<file path="config.mk">
export PLATFORM = sky130hd
export DESIGN_NAME = truncated_reciprocal_approx_top
export DESIGN_NICKNAME = d
export VERILOG_FILES = /design/src/rtl/trap_pkg.sv /design/src/rtl/trap_prep.sv /design/src/rtl/trap_div_stage.sv /design/src/rtl/trap_post.sv /design/src/rtl/truncated_reciprocal_approx_top.sv
export SDC_FILE = /design/constraint.sdc
export NUM_CORES = 1
export LEC_CHECK = 0
export ABC_AREA = 1
export BUFFER_PORTS_ARGS = -buffer_cell sky130_fd_sc_hd__buf_2
export CAP_MARGIN = 10
export CORE_ASPECT_RATIO = 0.8
export CORE_UTILIZATION = 58
export CTS_CLUSTER_DIAMETER = 120
export DETAILED_ROUTE_END_ITERATION = 7
export GPL_TIMING_DRIVEN = 1
export PLACE_DENSITY = 0.75
export SLEW_MARGIN = 15
export SYNTH_ARGS = -nofsm -noshare
export SYNTH_HDL_FRONTEND = slang
export SYNTH_SLANG_ARGS = --single-unit
export TNS_END_PERCENT = 50
</file>
<file path="constraint.sdc">
create_clock -name clk -period 8.7 [get_ports clk]
set_input_delay 0.435 -clock clk [delete_from_list [all_inputs] [get_ports clk]]
set_output_delay 0.435 -clock clk [all_outputs]
set_load 0.005 [all_outputs]
</file>
<file path="src/rtl/trap_pkg.sv">
`timescale 1ns / 1ps

package trap_pkg;

  localparam int unsigned DATA_W     = 32;
  localparam int unsigned MAG_W      = 31;
  localparam int unsigned DIVISOR_W  = 10;
  localparam int unsigned SHIFT_W    = 5;
  localparam int unsigned QUOT_KEEP  = 17;
  localparam int unsigned DIV_STEPS  = 4;
  localparam int unsigned DIV_STAGES = 8;

  localparam logic [DATA_W-1:0] RECIP_NUM    = 32'h7FFF_FFFF;
  localparam logic [DATA_W-1:0] NEG_WRAP_LOW = 32'hFFFF_8000;

  typedef struct packed {
    logic             neg;
    logic             zero;
    logic [MAG_W-1:0] mag;
  } mag_word_t;

  typedef struct packed {
    logic                 neg;
    logic                 zero;
    logic [DIVISOR_W-1:0] divisor;
    logic [DIVISOR_W-1:0] rem;
    logic [DATA_W-1:0]    dq;
  } div_word_t;

endpackage

</file>
<file path="src/rtl/trap_prep.sv">
`timescale 1ns / 1ps

module trap_prep import trap_pkg::*; (
  input  logic              clk,
  input  logic              rst,
  input  logic              in_valid,
  output logic              in_ready,
  input  logic [DATA_W-1:0] in_value,
  output logic              out_valid,
  input  logic              out_ready,
  output div_word_t         out_word
);

  logic      mag_valid;
  logic      mag_ready;
  mag_word_t mag_word;
  mag_word_t mag_word_next;

  logic         [SHIFT_W-1:0] msb;
  logic         [SHIFT_W-1:0] shift;
  logic         [MAG_W-1:0]   mag_shifted;
  logic         [DATA_W-1:0]  num_shifted;
  div_word_t                  div_next;

  assign in_ready  = !mag_valid || mag_ready;
  assign mag_ready = !out_valid || out_ready;

  // fold the sign into a positive magnitude
  always_comb begin
    mag_word_next.neg  = in_value[DATA_W-1];
    mag_word_next.zero = (in_value == '0);
    if (!in_value[DATA_W-1]) begin
      mag_word_next.mag = in_value[MAG_W-1:0];
    end else if (in_value >= NEG_WRAP_LOW) begin
      mag_word_next.mag = MAG_W'(~in_value + 32'd1);
    end else begin
      mag_word_next.mag = MAG_W'(~in_value);
    end
  end

  always_ff @(posedge clk) begin
    if (rst) begin
      mag_valid <= 1'b0;
    end else if (in_ready) begin
      mag_valid <= in_valid;
    end
  end

  always_ff @(posedge clk) begin
    if (in_ready && in_valid) begin
      mag_word <= mag_word_next;
    end
  end

  // keep ten bits from the leading one, shift the numerator to match
  always_comb begin
    msb = '0;
    for (int i = 0; i < MAG_W; i++) begin
      if (mag_word.mag[i]) begin
        msb = SHIFT_W'(i);
      end
    end
    if (msb >= SHIFT_W'(DIVISOR_W)) begin
      shift = msb - SHIFT_W'(DIVISOR_W - 1);
    end else begin
      shift = '0;
    end
    mag_shifted      = mag_word.mag >> shift;
    num_shifted      = RECIP_NUM >> shift;
    div_next.neg     = mag_word.neg;
    div_next.zero    = mag_word.zero;
    div_next.divisor = mag_word.zero ? DIVISOR_W'(1) : mag_shifted[DIVISOR_W-1:0];
    div_next.rem     = '0;
    div_next.dq      = num_shifted;
  end

  always_ff @(posedge clk) begin
    if (rst) begin
      out_valid <= 1'b0;
    end else if (mag_ready) begin
      out_valid <= mag_valid;
    end
  end

  always_ff @(posedge clk) begin
    if (mag_ready && mag_valid) begin
      out_word <= div_next;
    end
  end

endmodule

</file>
<file path="src/rtl/trap_div_stage.sv">
`timescale 1ns / 1ps

module trap_div_stage import trap_pkg::*; (
  input  logic      clk,
  input  logic      rst,
  input  logic      in_valid,
  output logic      in_ready,
  input  div_word_t in_word,
  output logic      out_valid,
  input  logic      out_ready,
  output div_word_t out_word
);

  div_word_t          word_next;
  logic [DIVISOR_W:0] trial;

  assign in_ready = !out_valid || out_ready;

  // restoring division, one quotient bit per step
  always_comb begin
    word_next = in_word;
    trial     = '0;
    for (int i = 0; i < DIV_STEPS; i++) begin
      trial = {word_next.rem, word_next.dq[DATA_W-1]};
      if (trial >= {1'b0, word_next.divisor}) begin
        word_next.rem = DIVISOR_W'(trial - {1'b0, word_next.divisor});
        word_next.dq  = {word_next.dq[DATA_W-2:0], 1'b1};
      end else begin
        word_next.rem = trial[DIVISOR_W-1:0];
        word_next.dq  = {word_next.dq[DATA_W-2:0], 1'b0};
      end
    end
  end

  always_ff @(posedge clk) begin
    if (rst) begin
      out_valid <= 1'b0;
    end else if (in_ready) begin
      out_valid <= in_valid;
    end
  end

  always_ff @(posedge clk) begin
    if (in_ready && in_valid) begin
      out_word <= word_next;
    end
  end

  a_rem_below_divisor: assert property (@(posedge clk) disable iff (rst)
    out_valid |-> (out_word.rem < out_word.divisor))
    else $error("remainder not below divisor");

  a_divisor_nonzero: assert property (@(posedge clk) disable iff (rst)
    out_valid |-> (out_word.divisor != '0))
    else $error("zero divisor in flight");

endmodule

</file>
<file path="src/rtl/trap_post.sv">
`timescale 1ns / 1ps

module trap_post import trap_pkg::*; (
  input  logic              clk,
  input  logic              rst,
  input  logic              in_valid,
  output logic              in_ready,
  input  div_word_t         in_word,
  output logic              out_valid,
  input  logic              out_ready,
  output logic [DATA_W-1:0] out_value
);

  logic [SHIFT_W-1:0] msb;
  logic [SHIFT_W-1:0] low;
  logic [DATA_W-1:0]  mask;
  logic [DATA_W-1:0]  kept;
  logic [DATA_W-1:0]  value_next;
  logic               neg;
  logic               zero;

  assign in_ready = !out_valid || out_ready;

  // keep seventeen bits from the leading one, then apply the sign; a zero input gives RECIP_NUM
  always_comb begin
    msb = '0;
    for (int i = 0; i < DATA_W; i++) begin
      if (in_word.dq[i]) begin
        msb = SHIFT_W'(i);
      end
    end
    if (msb >= SHIFT_W'(QUOT_KEEP)) begin
      low = msb - SHIFT_W'(QUOT_KEEP - 1);
    end else begin
      low = '0;
    end
    mask = {DATA_W{1'b1}} << low;
    kept = in_word.dq & mask;
    if (in_word.zero) begin
      value_next = RECIP_NUM;
    end else if (in_word.neg) begin
      value_next = ~kept;
    end else begin
      value_next = kept;
    end
  end

  always_ff @(posedge clk) begin
    if (rst) begin
      out_valid <= 1'b0;
    end else if (in_ready) begin
      out_valid <= in_valid;
    end
  end

  always_ff @(posedge clk) begin
    if (in_ready && in_valid) begin
      out_value <= value_next;
      neg       <= in_word.neg;
      zero      <= in_word.zero;
    end
  end

  a_sign_matches: assert property (@(posedge clk) disable iff (rst)
    out_valid |-> (out_value[DATA_W-1] == (neg && !zero)))
    else $error("result sign does not follow input sign");

  a_quot_width: assert property (@(posedge clk) disable iff (rst)
    (out_valid && !neg && !zero) |-> ($countones(out_value) <= QUOT_KEEP))
    else $error("quotient keeps too many bits");

endmodule

</file>
<file path="src/rtl/truncated_reciprocal_approx_top.sv">
`timescale 1ns / 1ps
// An accepted input word passes the prep magnitude and divisor registers, the division stages and the post register.
// Throughput: one word per cycle while the output is not stalled; 32 quotient bits over 8 division stages of 4 steps.
// A stalled output holds its word; upstream stages keep filling any bubbles.
// Reset (rst, synchronous, active high) clears every stage valid bit.

module truncated_reciprocal_approx_top import trap_pkg::*; (
  input  logic                     clk,
  input  logic                     rst,
  input  logic                     s_tvalid,
  output logic                     s_tready,
  input  logic signed [DATA_W-1:0] s_tdata,  // [31:0] w_value
  output logic                     m_tvalid,
  input  logic                     m_tready,
  output logic signed [DATA_W-1:0] m_tdata   // [31:0] inverse_w
);

  logic      dv [DIV_STAGES+1];
  logic      dr [DIV_STAGES+1];
  div_word_t dw [DIV_STAGES+1];

  logic [DATA_W-1:0] result;

  trap_prep u_prep (
    .clk       (clk),
    .rst       (rst),
    .in_valid  (s_tvalid),
    .in_ready  (s_tready),
    .in_value  (DATA_W'(s_tdata)),
    .out_valid (dv[0]),
    .out_ready (dr[0]),
    .out_word  (dw[0])
  );

  for (genvar g = 0; g < DIV_STAGES; g++) begin : g_div
    trap_div_stage u_div (
      .clk       (clk),
      .rst       (rst),
      .in_valid  (dv[g]),
      .in_ready  (dr[g]),
      .in_word   (dw[g]),
      .out_valid (dv[g+1]),
      .out_ready (dr[g+1]),
      .out_word  (dw[g+1])
    );
  end

  trap_post u_post (
    .clk       (clk),
    .rst       (rst),
    .in_valid  (dv[DIV_STAGES]),
    .in_ready  (dr[DIV_STAGES]),
    .in_word   (dw[DIV_STAGES]),
    .out_valid (m_tvalid),
    .out_ready (m_tready),
    .out_value (result)
  );

  assign m_tdata = signed'(result);

endmodule

</file>
==> reports/results.env <==
OUTCOME='complete, but fails checks'
FAILED_CHECKS='negative setup slack'
CTSHOLDBUFFERS=0
COUNT_OF_FLIP_FLOPS_WITH_A_BUILT_IN_ENABLE_AFTER_SYNTHESIS=520
HOLD_VIOL_FINAL=0
DRCVIOLATIONCOUNT=0
ROUTE.ANTENNA.REMAINING_NETS=0
GROUTE.USAGE.OVERALL_PCT=26.77
POST-ROUTE-MIN-PERIOD_NS=8.805
WIRELENGTH_MM=85.43
POST_SYNTH_INSTANCE_AREA_SQ_UM=34950
GRT_SETUP_UNREPAIRED='yes'
DR_TOTAL_VIAS=27954
CP-START-KIND='flip-flop'
PATH_BUF_INV=8
PIN_COUNT_OF_THE_BIGGEST_NET_ENTERING_GLOBAL_ROUTING=55
WORST_SETUP_PATH_END_KIND='flip-flop'
PRE_REPAIR_DR_ITERATION_COUNT=6
MULTIINPUTGATEAREA_SQ_UM=17730
TRITONCTS='built'
WL_PER_CELL_UM=17.13
HTREE_NUM_LEVELS=2
SYNTHCELLS=3700
ANTENNA_CELLS_INSERTED=0
MAX_CAP_VIOL_COUNT=0
TRITONCTS.NUM_BUFFERS=53
CTS.REPORTEDPATHS.CLKPINSLEW_NS=0.06
TRITONCTS_NUM_SINKS=531
TIGHTESTPINTRANSITION_NS=0.8375
IO_PINS=70
WORST-ENDPOINT-REQUIRED_NS=9.16
TIMING.FINAL.MAX_SLEW_VIOLATIONS=0
SETUP_VIOL=24
CLOCK_TREE.BUFFER_DEPTH=3
POSTSYNTHAREAPERCELL_SQ_UM=9.445
FLOORPLAN.DIE_AREA_SQ_UM=61240
MAX_SLEW_MARGIN_PCT=43.65
STARTING_UTILIZATION_OF_THE_CORE_AREA_PCT=58.68
PORT-BUFFER-COUNT=69
CLOCK-SKEW-FINAL_NS=0.03331
AVGVIACOUNTPERCELL=5.604
DATA_ARRIVAL_TIME_OF_THE_WORST_PATH_NS=9.26
SYNTH.TOP_CELL.AREA_SHARE_PCT=44.68
FINAL_CYCLE_UTILIZATION_OF_THE_CRITICAL_PATH_PCT=101.2
SYNTH-WARNING-COUNT=0
DIE_X_UM=276.4
PATH_CLASS='flip-flop to flip-flop'
HPWLAFTERDP_MM=61.54
BUSIEST_LAYER='met2'
ROW_COUNT=80
DRT_ITER0_DRC=2522
MET3_USAGE_PCT=3.182
GRT_ANTENNA_BEFORE_REPAIR=0
POST_SYNTH_MAIN_AREA_CONTRIBUTORS='edfxtp_1 (45%), ha_1 (11%), nand2_1 (6.8%)'
MAX_CLOCK_FREQ_MHz=113.6
POST-SYNTH-TOP-AREA-CELL='edfxtp_1'
WORST_SLACK_NS=-0.1048
LIBRARY_CELLS_USED_BY_SYNTHESIS=74
CORE-AREA_SQ_UM=59560
GLOBAL_ROUTE_OVERFLOW=0
YS.FLOP_TYPE='edfxtp_1'
WORSTPATHMAXFANOUT=5
YS_SEQ_ELEMENTS=531
CLOCK_TREE.ROOT_CELL='clkbuf_16'
LIBRARY_CELL_WITH_THE_HIGHEST_INSTANCE_COUNT_AFTER_SYNTHESIS='nand2_1'
CHIPHEIGHT_UM=221.6
MIN-DELAY-PATH-CLASS='primary input to flip-flop'
NUMBER_OF_GLOBAL_ROUTE_VIAS_BEFORE_REPAIR=26041
SYNTH.YOSYS.SEQ_AREA_SHARE_PCT=45.31
SYNTH_ASYNC_SR_FLOP_SHARE_PCT=0
GRT.MET1_USAGE_PCT=38.22
CRITPATHSLOWESTCELL='edfxtp_1'
CP_TOP_FAMILY='compound AO/OA/AOI/OAI gates'
WORST_SKEW_PAIR_LATER_PIN_LATENCY_NS=0.62
FINISH.NET_COUNT=4544
SEQCELLAREA_SQ_UM=15840
COMMONEST_CELLS_IN_THE_NETLIST='nand2_1 (635), edfxtp_1 (520), inv_1 (445)'
WORST_PATH_MOST_REPEATED_CELL='a21oi_2'
CRITPATHMAXSTAGEDELAY_NS=0.41
GRT_PASS1_WL_MM=133.0
AREA_GROWTH_SYN_TO_LAYOUT_PCT=19.28
FINALWEIGHTEDCONGESTION=0.9295
GR-USAGE-MET2_PCT=43.58
LAYOUT.CELL_AREA.NON_FILLER_SQ_UM=41690
FINAL_LAYOUT_SIZE_SUFFIX_GT1_SHARE_PCT=21.36
FILLER_CELL_COUNT=4248
PLACED_AREA_SQ_UM=38040
==> layout make-up <==
class	count	share of cell area [%]
Clock buffer	63	3.272
Sequential cell	531	37.99
Inverter	478	4.493
Multi-Input combinational cell	2627	42.53
Clock inverter	37	1.039
Timing Repair inverter	12	0.2461
Timing Repair Buffer	461	8.095
Tap cell	779	2.338
==> repair_timing <==
action	CTS	global route
endpoints found under the setup margin	63	78
pin swaps	16	148
resized for setup	47	243
setup buffers	15	92
cloned	4	9
==> routing by layer <==
metal | share of wire, % | up-vias
li1 | - | 13797
met1 | 45 | 13195
met2 | 47 | 850
met3 | 5.8 | 112
met4 | 1.8 | 0
met5 | 0 | -
==> kinds of logic (layout without fill, tap and decap cells) <==
family	after synthesis	after routing	share of synthesized area, %
muxes	5	5	0.1611
adders and majority gates	344	344	12.96
buffers and inverters	545	1051	6.409
AOI/OAI and AO/OA	826	826	14.02
and+or+nand+nor	1194	1194	14.75
DFF	531	531	45.31
other	1	4	0.01073
xor gates and xnor gates	254	254	6.366
==> worst register-to-register path: cells and delay by family, from the launching register on <==
kind / cells / cell delay [ns]
buffers and inverters: 8 / 0.91
and+or+nand+nor: 15 / 1.48
adders and majority gates: 4 / 1.07
DFF: 1 / 0.41
AOI/OAI and AO/OA: 32 / 4.40
muxes: 1 / 0.36
==> flip-flops by register name, summed over array words and instances (netlist names) <==
| register | cells |
|---|---|
| u_prep.out_word | 43 |
| u_post.out_value | 32 |
| u_prep.out_valid | 1 |
| g_div.u_div.out_word | 412 |
| u_prep.div_next | 2 |
| u_prep.mag_valid | 1 |
| u_prep.mag_word | 31 |
| u_post.out_valid | 1 |
| g_div.u_div.out_valid | 8 |
==> final timing paths <==
check,start,end,slack (ns),cells after the start
worst max-delay path,g_div[1].u_div.out_word[44],g_div[2].u_div.out_word[39],-0.10,60
worst min-delay path,s_tvalid,u_prep.mag_valid,0.12,3
worst max register to register,g_div[1].u_div.out_word[44],g_div[2].u_div.out_word[39],-0.10,60
worst min register to register,u_prep.out_word[53],g_div[0].u_div.out_word[53],0.41,0
==> per-stage QoR <==
stage | util, % | worst slack [ns] | std cells | hold WS [ns] | TNS [ns]
2_1_floorplan | - | 0.002532 | 3703 | 0.4003 | 0
3_3_place_gp | 63.87 | -0.7481 | 4768 | 0.4004 | -7.554
3_5_place_dp | 63.87 | -0.7751 | 4768 | 0.4045 | -14.51
4_1_cts | 67.29 | 0.004844 | 4887 | 0.08535 | 0
5_1_grt | 69.99 | -0.6981 | 4988 | 0.1161 | -30.64
6_report | 69.99 | -0.1048 | 4988 | 0.1183 | -1.098
==> cells in the final DEF (no fill, tap or decap), types with 27 or more instances in the layout <==
cell,count
a21oi_1,241
a21oi_2,54
buf_2,70
buf_4,373
clkbuf_16,53
edfxtp_1,520
fa_1,30
ha_1,296
inv_1,431
inv_2,27
nand2_1,621
nand2_2,35
nand3_1,184
nand4_1,32
nor2_1,197
nor3_1,34
o21ai_0,216
o21ai_1,68
o21ai_2,92
o21bai_1,50
xnor2_1,71
xor2_1,183
Power is not shown: default switching activity piles up to over one toggle a cycle in this logic, so the estimate is an artifact.
